**src/rtl/jed_pkg.sv**
```systemverilog
// ----------------------------------------------------------------------------
// jed_pkg
// Shared types and constants for the 7-bit JIS to EUC decoder.
// ----------------------------------------------------------------------------
package jed_pkg;

    // control characters, compared against the 7-bit stripped byte
    localparam logic [6:0] CH_ESC    = 7'h1B;
    localparam logic [6:0] CH_DOLLAR = 7'h24;
    localparam logic [6:0] CH_PAREN  = 7'h28;
    localparam logic [6:0] CH_SO     = 7'h0E;
    localparam logic [6:0] CH_SI     = 7'h0F;
    localparam logic [6:0] CH_SPACE  = 7'h20;
    localparam logic [6:0] CH_DEL    = 7'h7F;
    localparam logic [7:0] CH_SS2    = 8'h8E;

    // configuration register indexes
    localparam logic [1:0] CFG_CONVERT_ENABLE = 2'd0;
    localparam logic [1:0] CFG_KANJI_FINAL    = 2'd1;
    localparam logic [1:0] CFG_ASCII_FINAL    = 2'd2;
    localparam logic [1:0] CFG_TIMEOUT_TICKS  = 2'd3;

    // input mode
    localparam logic MODE_BYTE = 1'b0;
    localparam logic MODE_TICK = 1'b1;

    // shift sets
    localparam logic SET_G0 = 1'b0;
    localparam logic SET_G1 = 1'b1;

    typedef enum logic [2:0] {
        ST_IDLE,
        ST_LEAD,
        ST_ESC,
        ST_ESC_KI,
        ST_ESC_KO,
        ST_SI,
        ST_SO
    } dec_state_t;

    // up to three output bytes caused by one input; count 0 means none
    typedef struct packed {
        logic [1:0]      count;
        logic [2:0][7:0] bytes;
    } burst_t;

endpackage

```
**src/rtl/jed_front.sv**
```systemverilog
// ----------------------------------------------------------------------------
// jed_front
// Accepts bytes and ticks, runs the escape/shift decoder and pushes the
// resulting byte burst into the queue. Holds the configuration registers.
// ----------------------------------------------------------------------------
module jed_front
    import jed_pkg::*;
(
    input  logic       clk,
    input  logic       rst_n,
    input  logic       item_valid,
    input  logic       item_mode,
    input  logic [7:0] item_byte,
    input  logic       queue_full,
    output logic       item_ready,
    input  logic       cfg_valid,
    input  logic [1:0] cfg_index,
    input  logic [7:0] cfg_data,
    output logic       push,
    output burst_t     push_burst
);

    logic       convert_enable_reg;
    logic [6:0] kanji_final_reg;
    logic [6:0] ascii_final_reg;
    logic [7:0] timeout_ticks_reg;

    dec_state_t state_reg, state_next;
    logic       shift_set_reg, shift_set_next;
    logic       saved_set_reg, saved_set_next;
    logic       g0_kanji_reg, g0_kanji_next;
    logic [7:0] lead_byte_reg, lead_byte_next;
    logic       timer_armed_reg, timer_armed_next;
    logic [7:0] timer_count_reg, timer_count_next;

    logic       accept;
    logic [6:0] c;
    logic [7:0] tick_count;
    dec_state_t st;
    burst_t     burst;

    assign item_ready = !queue_full;
    assign accept     = item_valid && item_ready;
    assign c          = item_byte[6:0];
    assign tick_count = (timer_count_reg == 8'hFF) ? timer_count_reg
                                                   : timer_count_reg + 8'd1;

    always_ff @(posedge clk or negedge rst_n)
    begin
        if (!rst_n)
        begin
            convert_enable_reg <= 1'b1;
            kanji_final_reg    <= 7'd66;
            ascii_final_reg    <= 7'd74;
            timeout_ticks_reg  <= 8'd8;
        end
        else if (cfg_valid)
        begin
            case (cfg_index)
                CFG_CONVERT_ENABLE: convert_enable_reg <= cfg_data[0];
                CFG_KANJI_FINAL:    kanji_final_reg    <= cfg_data[6:0];
                CFG_ASCII_FINAL:    ascii_final_reg    <= cfg_data[6:0];
                CFG_TIMEOUT_TICKS:  timeout_ticks_reg  <= cfg_data;
                default: ;
            endcase
        end
    end

    always_ff @(posedge clk or negedge rst_n)
    begin
        if (!rst_n)
        begin
            state_reg       <= ST_IDLE;
            shift_set_reg   <= SET_G0;
            saved_set_reg   <= SET_G0;
            g0_kanji_reg    <= 1'b0;
            lead_byte_reg   <= 8'd0;
            timer_armed_reg <= 1'b0;
            timer_count_reg <= 8'd0;
        end
        else
        begin
            state_reg       <= state_next;
            shift_set_reg   <= shift_set_next;
            saved_set_reg   <= saved_set_next;
            g0_kanji_reg    <= g0_kanji_next;
            lead_byte_reg   <= lead_byte_next;
            timer_armed_reg <= timer_armed_next;
            timer_count_reg <= timer_count_next;
        end
    end

    always_comb
    begin
        state_next       = state_reg;
        shift_set_next   = shift_set_reg;
        saved_set_next   = saved_set_reg;
        g0_kanji_next    = g0_kanji_reg;
        lead_byte_next   = lead_byte_reg;
        timer_armed_next = timer_armed_reg;
        timer_count_next = timer_count_reg;
        st               = state_reg;
        burst            = '0;

        if (accept)
        begin
            if (item_mode == MODE_TICK)
            begin
                if (timer_armed_reg)
                begin
                    if (tick_count < timeout_ticks_reg)
                    begin
                        timer_count_next = tick_count;
                    end
                    else
                    begin
                        // expired: emit the pending control raw
                        timer_armed_next = 1'b0;
                        timer_count_next = 8'd0;
                        state_next       = ST_IDLE;
                        case (state_reg)
                            ST_ESC:
                            begin
                                burst.count    = 2'd1;
                                burst.bytes[0] = {1'b0, CH_ESC};
                            end
                            ST_SI:
                            begin
                                burst.count    = 2'd1;
                                burst.bytes[0] = {1'b0, CH_SI};
                                shift_set_next = saved_set_reg;
                            end
                            ST_SO:
                            begin
                                burst.count    = 2'd1;
                                burst.bytes[0] = {1'b0, CH_SO};
                                shift_set_next = saved_set_reg;
                            end
                            default: ;
                        endcase
                    end
                end
            end
            else if (!convert_enable_reg)
            begin
                burst.count    = 2'd1;
                burst.bytes[0] = item_byte;
            end
            else
            begin
                // a byte after a lone SI or SO decodes as idle
                if (state_reg == ST_SI || state_reg == ST_SO)
                begin
                    timer_armed_next = 1'b0;
                    timer_count_next = 8'd0;
                    st               = ST_IDLE;
                end
                state_next = ST_IDLE;
                case (st)
                    ST_LEAD:
                    begin
                        burst.count    = 2'd2;
                        burst.bytes[0] = lead_byte_reg;
                        burst.bytes[1] = {1'b1, c};
                    end
                    ST_ESC_KI:
                    begin
                        if (c == kanji_final_reg)
                        begin
                            g0_kanji_next = 1'b1;
                        end
                        else
                        begin
                            burst.count    = 2'd3;
                            burst.bytes[0] = {1'b0, CH_ESC};
                            burst.bytes[1] = {1'b0, CH_DOLLAR};
                            burst.bytes[2] = {1'b0, c};
                        end
                    end
                    ST_ESC_KO:
                    begin
                        if (c == ascii_final_reg)
                        begin
                            g0_kanji_next = 1'b0;
                        end
                        else
                        begin
                            burst.count    = 2'd3;
                            burst.bytes[0] = {1'b0, CH_ESC};
                            burst.bytes[1] = {1'b0, CH_PAREN};
                            burst.bytes[2] = {1'b0, c};
                        end
                    end
                    ST_ESC:
                    begin
                        timer_armed_next = 1'b0;
                        timer_count_next = 8'd0;
                        if (c == CH_DOLLAR)
                        begin
                            state_next = ST_ESC_KI;
                        end
                        else if (c == CH_PAREN)
                        begin
                            state_next = ST_ESC_KO;
                        end
                        else
                        begin
                            burst.count    = 2'd2;
                            burst.bytes[0] = {1'b0, CH_ESC};
                            burst.bytes[1] = {1'b0, c};
                        end
                    end
                    default:
                    begin
                        if (c == CH_ESC)
                        begin
                            state_next       = ST_ESC;
                            timer_armed_next = 1'b1;
                            timer_count_next = 8'd0;
                        end
                        else if (c == CH_SI || c == CH_SO)
                        begin
                            state_next       = (c == CH_SI) ? ST_SI : ST_SO;
                            saved_set_next   = shift_set_reg;
                            shift_set_next   = (c == CH_SI) ? SET_G0 : SET_G1;
                            timer_armed_next = 1'b1;
                            timer_count_next = 8'd0;
                        end
                        else if (c <= CH_SPACE || c == CH_DEL)
                        begin
                            burst.count    = 2'd1;
                            burst.bytes[0] = {1'b0, c};
                        end
                        else if (shift_set_reg == SET_G0)
                        begin
                            if (!g0_kanji_reg)
                            begin
                                burst.count    = 2'd1;
                                burst.bytes[0] = {1'b0, c};
                            end
                            else
                            begin
                                // hold the lead byte until its trail arrives
                                lead_byte_next = {1'b1, c};
                                state_next     = ST_LEAD;
                            end
                        end
                        else
                        begin
                            burst.count    = 2'd2;
                            burst.bytes[0] = CH_SS2;
                            burst.bytes[1] = {1'b1, c};
                        end
                    end
                endcase
            end
        end
    end

    assign push       = accept && (burst.count != 2'd0);
    assign push_burst = burst;

endmodule

```
**src/rtl/jed_queue.sv**
```systemverilog
// ----------------------------------------------------------------------------
// jed_queue
// Small FIFO of byte bursts between the decoder and the output stage.
// ----------------------------------------------------------------------------
module jed_queue
    import jed_pkg::*;
#(
    parameter int DEPTH = 4
)
(
    input  logic   clk,
    input  logic   rst_n,
    input  logic   push,
    input  burst_t push_burst,
    input  logic   pop,
    output burst_t head,
    output logic   empty,
    output logic   full
);

    localparam int PTR_W = (DEPTH > 1) ? $clog2(DEPTH) : 1;
    localparam int CNT_W = $clog2(DEPTH + 1);
    localparam logic [PTR_W-1:0] LAST_PTR = PTR_W'(DEPTH - 1);
    localparam logic [CNT_W-1:0] FULL_CNT = CNT_W'(DEPTH);

    burst_t           entries_reg [DEPTH];
    logic [PTR_W-1:0] wr_ptr_reg, wr_ptr_next;
    logic [PTR_W-1:0] rd_ptr_reg, rd_ptr_next;
    logic [CNT_W-1:0] count_reg, count_next;
    logic             do_push;
    logic             do_pop;

    assign empty   = (count_reg == '0);
    assign full    = (count_reg == FULL_CNT);
    assign do_push = push && !full;
    assign do_pop  = pop && !empty;
    assign head    = entries_reg[rd_ptr_reg];

    always_comb
    begin
        wr_ptr_next = wr_ptr_reg;
        rd_ptr_next = rd_ptr_reg;
        count_next  = count_reg;
        if (do_push)
        begin
            wr_ptr_next = (wr_ptr_reg == LAST_PTR) ? '0 : wr_ptr_reg + 1'b1;
        end
        if (do_pop)
        begin
            rd_ptr_next = (rd_ptr_reg == LAST_PTR) ? '0 : rd_ptr_reg + 1'b1;
        end
        if (do_push && !do_pop)
        begin
            count_next = count_reg + 1'b1;
        end
        else if (do_pop && !do_push)
        begin
            count_next = count_reg - 1'b1;
        end
    end

    always_ff @(posedge clk or negedge rst_n)
    begin
        if (!rst_n)
        begin
            wr_ptr_reg <= '0;
            rd_ptr_reg <= '0;
            count_reg  <= '0;
        end
        else
        begin
            wr_ptr_reg <= wr_ptr_next;
            rd_ptr_reg <= rd_ptr_next;
            count_reg  <= count_next;
        end
    end

    always_ff @(posedge clk)
    begin
        if (do_push)
        begin
            entries_reg[wr_ptr_reg] <= push_burst;
        end
    end

endmodule

```
**src/rtl/jed_back.sv**
```systemverilog
// ----------------------------------------------------------------------------
// jed_back
// Unpacks queued bursts into single output bytes, one per cycle unless
// out_ready stalls, through an output register; marks each burst's last byte.
// ----------------------------------------------------------------------------
module jed_back
    import jed_pkg::*;
(
    input  logic       clk,
    input  logic       rst_n,
    input  burst_t     head,
    input  logic       empty,
    output logic       pop,
    output logic       out_valid,
    input  logic       out_ready,
    output logic [7:0] out_byte,
    output logic       out_last
);

    logic       valid_reg, valid_next;
    logic [7:0] byte_reg, byte_next;
    logic       last_reg, last_next;
    logic [1:0] idx_reg, idx_next;
    logic       load;
    logic       head_last;

    assign load      = !valid_reg || out_ready;
    assign head_last = (idx_reg == head.count - 2'd1);

    always_comb
    begin
        valid_next = valid_reg;
        byte_next  = byte_reg;
        last_next  = last_reg;
        idx_next   = idx_reg;
        pop        = 1'b0;
        if (load)
        begin
            valid_next = !empty;
            if (!empty)
            begin
                byte_next = head.bytes[idx_reg];
                last_next = head_last;
                if (head_last)
                begin
                    pop      = 1'b1;
                    idx_next = 2'd0;
                end
                else
                begin
                    idx_next = idx_reg + 2'd1;
                end
            end
        end
    end

    always_ff @(posedge clk or negedge rst_n)
    begin
        if (!rst_n)
        begin
            valid_reg <= 1'b0;
            idx_reg   <= 2'd0;
        end
        else
        begin
            valid_reg <= valid_next;
            idx_reg   <= idx_next;
        end
    end

    always_ff @(posedge clk)
    begin
        byte_reg <= byte_next;
        last_reg <= last_next;
    end

    assign out_valid = valid_reg;
    assign out_byte  = byte_reg;
    assign out_last  = last_reg;

endmodule

```
**src/rtl/jis7_to_euc_decoder_core.sv**
```systemverilog
// ----------------------------------------------------------------------------
// jis7_to_euc_decoder_core
// 7-bit JIS terminal stream to EUC decoder, stream in and stream out.
// ----------------------------------------------------------------------------
// Each input request is a received byte (s_tuser = 0) or one timer tick
// (s_tuser = 1). The decoder takes one request per cycle as long as the burst
// queue (QUEUE_DEPTH entries) has room; every request yields zero to three
// output bytes, which leave one per cycle while m_tready is high, through a
// registered output, with m_tlast on the final byte of each request.
// Single-byte results therefore sustain one request per cycle, while SS2
// kana pairs, Kanji pairs and passed-through escapes put two or three bytes
// into the output, absorbed by the queue. Configuration writes are accepted
// every cycle and should be issued only while the decoder is idle.
module jis7_to_euc_decoder_core
    import jed_pkg::*;
#(
    parameter int QUEUE_DEPTH = 4
)
(
    input  logic       clk,
    input  logic       rst_n,
    input  logic       s_tvalid,
    output logic       s_tready,
    input  logic [7:0] s_tdata,   // [7:0] in_byte
    input  logic       s_tuser,   // [0] mode
    output logic       m_tvalid,
    input  logic       m_tready,
    output logic [7:0] m_tdata,   // [7:0] out_byte
    output logic       m_tlast,
    input  logic       cfg_valid,
    output logic       cfg_ready,
    input  logic [1:0] cfg_index,
    input  logic [7:0] cfg_data
);

    logic   push;
    burst_t push_burst;
    logic   pop;
    burst_t head;
    logic   empty;
    logic   full;

    assign cfg_ready = 1'b1;

    jed_front u_front (
        .clk        (clk),
        .rst_n      (rst_n),
        .item_valid (s_tvalid),
        .item_mode  (s_tuser),
        .item_byte  (s_tdata),
        .queue_full (full),
        .item_ready (s_tready),
        .cfg_valid  (cfg_valid),
        .cfg_index  (cfg_index),
        .cfg_data   (cfg_data),
        .push       (push),
        .push_burst (push_burst)
    );

    jed_queue #(
        .DEPTH (QUEUE_DEPTH)
    ) u_queue (
        .clk        (clk),
        .rst_n      (rst_n),
        .push       (push),
        .push_burst (push_burst),
        .pop        (pop),
        .head       (head),
        .empty      (empty),
        .full       (full)
    );

    jed_back u_back (
        .clk       (clk),
        .rst_n     (rst_n),
        .head      (head),
        .empty     (empty),
        .pop       (pop),
        .out_valid (m_tvalid),
        .out_ready (m_tready),
        .out_byte  (m_tdata),
        .out_last  (m_tlast)
    );

endmodule

```
**config.mk**
```make
export PLATFORM = sky130hd
export DESIGN_NAME = jis7_to_euc_decoder_core
export DESIGN_NICKNAME = d
export VERILOG_FILES = /design/src/rtl/jed_pkg.sv /design/src/rtl/jed_front.sv /design/src/rtl/jed_queue.sv /design/src/rtl/jed_back.sv /design/src/rtl/jis7_to_euc_decoder_core.sv
export SDC_FILE = /design/constraint.sdc
export NUM_CORES = 1
export LEC_CHECK = 0
export ABC_AREA = 1
export BUFFER_PORTS_ARGS = -buffer_cell sky130_fd_sc_hd__buf_4
export CELL_PAD_IN_SITES_DETAIL_PLACEMENT = 0
export CELL_PAD_IN_SITES_GLOBAL_PLACEMENT = 1
export CORE_ASPECT_RATIO = 0.9
export CORE_MARGIN = 3
export CORE_UTILIZATION = 50
export DETAILED_ROUTE_END_ITERATION = 7
export PLACE_DENSITY = 0.91
export SYNTH_ARGS = -nofsm -noshare
export SYNTH_HDL_FRONTEND = slang
export SYNTH_SLANG_ARGS = --single-unit
```
**constraint.sdc**
```tcl
create_clock -name clk -period 10.95 [get_ports clk]
set_input_delay 0.5475 -clock clk [delete_from_list [all_inputs] [get_ports clk]]
set_output_delay 0.5475 -clock clk [all_outputs]
set_load 0.02 [all_outputs]
```
Yosys cells after proc, flatten, opt, wreduce, memory -nomap -nowiden
Memories as Yosys holds them, arrays and structs flattened.
Index checks and enable logic that the tools add are counted.
- add/subtract/negate cells: 7
- order comparisons: 3
- equal/unequal tests: 30
- muxes and demuxes: 92
- bitwise operators: 7
- reductions and logical operators: 38
- operator list (cell ; count):
    $mux 8 ; 17
    $mux 16 ; 5
    $mux 26 ; 3
    $pmux 16 s4 ; 1
    $mux 3 ; 16
    $pmux 8 s2 ; 2
    $mux 2 ; 14
    $mux 1 ; 26
    $bmux 8 s2 ; 1
    $mux 15 ; 1
    $pmux 5 s3 ; 1
    $eq 7x4->1 const B ; 2
    $eq 7x6->1 const B ; 2
    $eq 7x7->1 ; 2
    $eq 3x3->1 const B ; 4
    $reduce_and 2->1 ; 6
    $reduce_and 6->1 ; 2
    $reduce_bool 2->1 ; 5
    $eq 3x2->1 const B ; 3
    $reduce_and 9->1 ; 1
    $add 8x1->8 const B ; 1
    $eq 2x2->1 const B ; 4
    $eq 8x8->1 const B ; 1
    $lt 8x8->1 ; 1
    other kinds (29) ; 56
- register bits: 65
- RAM bits: 104
- input port bits: 24
- output and inout bits: 12
- word-level logic and storage cells: 196
- memories: 1
- memories (name ; depth ; bits a word ; rd ports ; clocked after Yosys merged registers in ; write ports ; line ; source):
    u_queue.entries_reg ; 4 ; 26 ; 1 ; 0 ; 1 ; jed_queue.sv:26 ; burst_t entries_reg [DEPTH];

Logic depth before layout (Yosys ltp)
- depth after elaboration: 18
- gate-level depth with buffers: 21
- mapped depth without buffers: 21

Cells and area by module
A second synthesis with hierarchy kept.
- cells, all modules: 924
- area total of the unflattened synthesis: 8763.4 µm²
- by module, submodules not included (module ; times used ; cells each ; area an instance (µm²) ; seq. area each (µm²)):
    jed_queue ; 1 ; 364 ; 4703.3 ; 3298.2
    jed_front ; 1 ; 482 ; 3385.7 ; 1159.9
    jed_back ; 1 ; 76 ; 663.1 ; 345.3
    jis7_to_euc_decoder_core ; 1 ; 2 ; 11.3 ; 0.0

Worst setup path after synthesis
No wires, ideal clock.
- path type: register to register
- start: register u_front.timer_count_reg[2]
- end: memory u_queue.entries_reg[0][0] (netlist name) (enable)
- library setup time: 0.407 ns
- arrival: 3.109 ns
- required time: 10.543 ns
- slack: 7.434 ns
- cell stages (with the launch flop): 17
- path buffers: 0
- period minus slack after synthesis: 3.516 ns
- cells stage by stage: dfrtp_1 > inv_1 > nor3_1 > inv_1 > nor2_1 > nand3_1 > o21ai_0 > nand3_1 > ha_1 > nand2_1 > nor2_1 > a2111oi_0 > nand2_2 > nand3_2 > nand2_4 > inv_2 > nor2_1
- word-level cells in the longest chain between the ends: 12
- elaborated cells on any way between the ends: 13
- those cells by class: add/sub (1); order compare (1); eq/ne (1); mux (7); reduce/logical (3)
- ends and longest elaborated chain (element ; line ; source):
    start: declaration ; jed_front.sv:34 ; logic [7:0] timer_count_reg, timer_count_next;
    start signal: assignment ; jed_front.sv:89 ; timer_count_reg <= timer_count_next;
    $add 8x1->8 / $eq 8x8->1 (equally long branches) ; jed_front.sv:46, jed_front.sv:45 ;
    $mux 8 (*) ; jed_front.sv:45 ; assign tick_count = (timer_count_reg == 8'hFF) ? timer_count_reg
    $lt 8x8->1 (*) ; jed_front.sv:111 ; if (tick_count < timeout_ticks_reg)
    $mux 2 (*) ; jed_front.sv:111 ;
    $mux 2 (*) ; jed_front.sv:109 ; if (timer_armed_reg)
    $mux 2 (*) ; jed_front.sv:107 ; if (item_mode == MODE_TICK)
    $mux 26 (*) ; jed_front.sv:105 ; if (accept)
    $reduce_bool 2->1 (*) ; jed_front.sv:260 ; assign push = accept && (burst.count != 2'd0);
    $logic_and 1x1->1 (*) ; jed_front.sv:260 ;
    $logic_and 1x1->1 (*) ; jed_queue.sv:35 ; assign do_push = push && !full;
    net u_queue.do_push ; jed_queue.sv:30 ; logic do_push;
    $mux 1 (*) ; jed_queue.sv:80 ; if (do_push)
    $mux 1 (not written as such) (*) ; jed_queue.sv:82 ; entries_reg[wr_ptr_reg] <= push_burst;
    end: declaration ; jed_queue.sv:26 ;
Mark *: on every way through the listed nets, which the timed path passes. The rest lies on a longest branch.

Worst setup path after layout
- start: register u_front.timer_count_reg[0]
- end: register u_queue.count_reg[1]
- elaborated cells on any way between the ends: 16
- those cells by class: add/sub (1); order compare (1); eq/ne (1); mux (6); reduce/logical (7)
- RTL lines (element ; line ; source):
    $add 8x1->8 / $eq 8x8->1 (equally long branches) ; jed_front.sv:46, jed_front.sv:45 ;
    $mux 8 (*) ; jed_front.sv:45 ;
    $lt 8x8->1 (*) ; jed_front.sv:111 ;
    $mux 2 (*) ; jed_front.sv:111 ;
    $mux 2 (*) ; jed_front.sv:109 ;
    $mux 2 (*) ; jed_front.sv:107 ;
    $mux 26 (*) ; jed_front.sv:105 ;
    $reduce_bool 2->1 (*) ; jed_front.sv:260 ;
    $logic_and 1x1->1 (*) ; jed_front.sv:260 ;
    $logic_and 1x1->1 (*) ; jed_queue.sv:35 ;
    net u_queue.do_push ; jed_queue.sv:30 ;
    $logic_and 1x1->1 (*) ; jed_queue.sv:52 ; if (do_push && !do_pop)
    $mux 3 (*) ; jed_queue.sv:52 ;
    net u_queue.count_next[1] ; jed_queue.sv:29 ; logic [CNT_W-1:0] count_reg, count_next;
    end signal: assignment ; jed_queue.sv:74 ; count_reg <= count_next;
    end: declaration ; jed_queue.sv:29 ;
Marked as above.
A chain may end at the register's enable or synchronous reset.

==> reports/qor.yml <==
start_kind: "register"
powerDensity_nw_per_um2: 236.2
fill_cells: 1370
ys_seq_elements: 165
synth.avg_cell_area_um2: 9.425
ys_warn_count: 0
cts_hold_buf: 0
rsz0062_at_grt: "no"
critPathSlowestCell: "dfrtp_1"
place_area_um2: 8376
wirelength_um: 18450
finalSetupViolCount: 0
numCtsBuffers: 17
port_buffers: 34
clk_pin_slew_ps: 70
slew-limit-headroom_pct: 40.09
fin_crit_ps: 3626
path_cells: "ha_1 -> nand2_1 -> nor2_2 -> nand2_1 -> o21ai_0 -> ha_1 -> a21oi_1 -> nor2_1 -> a2111oi_0 -> nand2_2 -> nand3_2 -> nand2_4 -> ha_1 -> inv_1 -> fa_1 -> mux2_2"
critPathMaxStageDelay_ps: 400
layout-drive-gt1-share_pct: 14.33
clk_latency_ps: 440
drt-vias-per-instance: 5.465
cp_max_fo: 9
ir_worst_vdd_mv: 0.2511
fin_nets: 913
row_count: 43
post_cts_buffers: 0
initialDrtViolationCount: 451
cts-resized-gates: 0
initial_utilization_pct: 51.15
grt_max_degree: 57
ys_seq_area_share_pct: 59.08
core_region_area_um2: 15490
netlist_area_um2: 7926
crit_top_cell: "ha_1"
r2r_cells: 16
wl_per_cell_um: 16.96
cts_sinks: 165
utilization_pct: 57.47
crit_arrival_ps: 3950
cts_root_buf: "clkbuf_16"
fin_setup_tns_ps: 0
drt_drc_violations_left: 0
worstSetupEndpointType: "register"
area_growth_pct: 12.34
drtAntennaViolNets: 0
required_ps: 11270
tightestPinTransition_ps: 895.3
hpwl_um: 12470
htree_levels: 4
clock_path_buffers: 2
synth_cell_type_count: 45
async_flop_share_pct: 33.94
status: "completed"
whs_ps: 169.4
largest_reg_flops: 100
final_area_um2: 8905
crit_type: "reg2reg"
die_w_um: 138.7
cts_tree: "done"
grt_usage_pct: 22.09
synth_flop_cell: "edfxtp_1"
place.gp.congestion: 0.9169
finalCritPeriodShare_pct: 33.12
dieHeight_um: 125.4
multiInputGateArea_um2: 2775
synth_nets: 880
diodes: 0
grt_pass1_vias: 5711
setup_ws_ps: 7324
hp-class: "in2async"
finalHoldViolCount: 0
die-area_um2: 17400
syn_inst: 841
regArea_um2: 4683
skew_ps: 11.16
antenna_found_initial: 0
pin_count: 36
finalMaxSlewViolations: 0
p_leak_nw: 3.722
dr_total_vias: 5946
pre_cts_ws_ps: 7325
firstDrtPassIters: 4
grt_first_pass_wirelength_um: 30240
fmax_ghz: 0.2757
maxCapViolations: 0
synth-edff-count: 109
gr-total-overflow: 0
[stage by stage]
step	power (W)	cells
floorplan	0.001354	841
finish	0.002104	1088
global route	0.002250	1088
global placement	0.001544	1057
CTS	0.002114	1088
detailed placement	0.001566	1057
[cell type report]
cell class,count,area share [%]
clock buffer,18,4.819
clock inverter,13,1.124
inverter,95,4.004
multi-input combinational,554,31.16
sequential,165,52.59
tap,202,2.838
timing repair buffer,41,3.457
[cells by family after synthesis]
family | count (synthesis) | synth area share (%)
compound gates | 172 | 12.57
xor+xnor | 6 | 0.6630
fa+ha+maj | 15 | 2.463
buf+inv | 122 | 6.030
flops | 165 | 59.08
mux | 2 | 0.2683
other cells | 1 | 0.04731
simple gates | 358 | 18.88
[path summary, 6_finish.rpt]
kind / startpoint / end / slack [ps]
max: u_front.timer_count_reg[0]$_DFFE_PN0P_ / u_queue.count_reg[1]$_DFFE_PN0P_ / 7320
min: rst_n / u_back.idx_reg[0]$_DFFE_PN0P_ / 170
max reg2reg: u_front.timer_count_reg[0]$_DFFE_PN0P_ / u_queue.count_reg[1]$_DFFE_PN0P_ / 7320
min reg2reg: u_front.lead_byte_reg[7]$_DFFE_PN0P_ / u_front.lead_byte_reg[7]$_DFFE_PN0P_ / 470
max in group asynchronous: rst_n / u_front.lead_byte_reg[3]$_DFFE_PN0P_ / 10280
min in group clk: m_tready / u_back.out_valid$_DFFE_PN0N_ / 300
[Yosys cell counts (8+ instances only)]
cell	count	area (µm²)
nand2_1	179	671.9
edfxtp_1	109	3273
nor2_1	102	382.9
o21ai_0	97	485.5
inv_1	77	289.0
dfrtp_1	49	1226
nand3_1	36	180.2
clkbuf_1	20	75.07
a21oi_1	18	90.09
inv_2	17	63.81
nor3_1	17	85.08
ha_1	14	175.2
o22ai_1	13	81.33
o21ai_1	11	55.05
o221ai_1	9	78.83
nand2_2	8	50.05
[cells in the final DEF, fill, tap and decap left out, types with 7 or more instances in the layout]
cell type	instances
a21oi_1	18
buf_4	41
clkbuf_16	17
dfrtp_1	49
dfstp_2	7
edfxtp_1	109
ha_1	14
inv_1	77
inv_2	17
nand2_1	179
nand2_2	8
nand3_1	36
nor2_1	98
nor2_2	8
nor3_1	17
o21ai_0	97
o21ai_1	11
o21ai_2	7
o221ai_1	9
o22ai_1	13
[per-layer routing]
layer	vias to the layer above	global-route usage [%]	part of all wire, %
met5	-	0	0
met4	0	7.537	1.7
met3	28	5.507	7.6
met2	221	33.67	45
met1	2793	31.28	45
li1	2904	-	-
[worst max-delay path: cells and delay by family, from the launching register on]
family | cells | cell delay [ps]
adder cells (fa/ha/maj) | 4 | 1120
AND/OR/NAND/NOR | 7 | 920
AO/OA/AOI/OAI | 3 | 700
flip-flops | 1 | 400
multiplexers | 1 | 260
buffers and inverters | 1 | 110
[where the power goes]
group	internal, W	leakage [nW]	switching (W)
combinational	0.000235	1.77	0.000468
clock	0.000293	0.259	0.000254
sequential	0.000791	1.69	0.0000627
total	0.00132	3.72	0.000785
(Power assumes the default switching activity.)
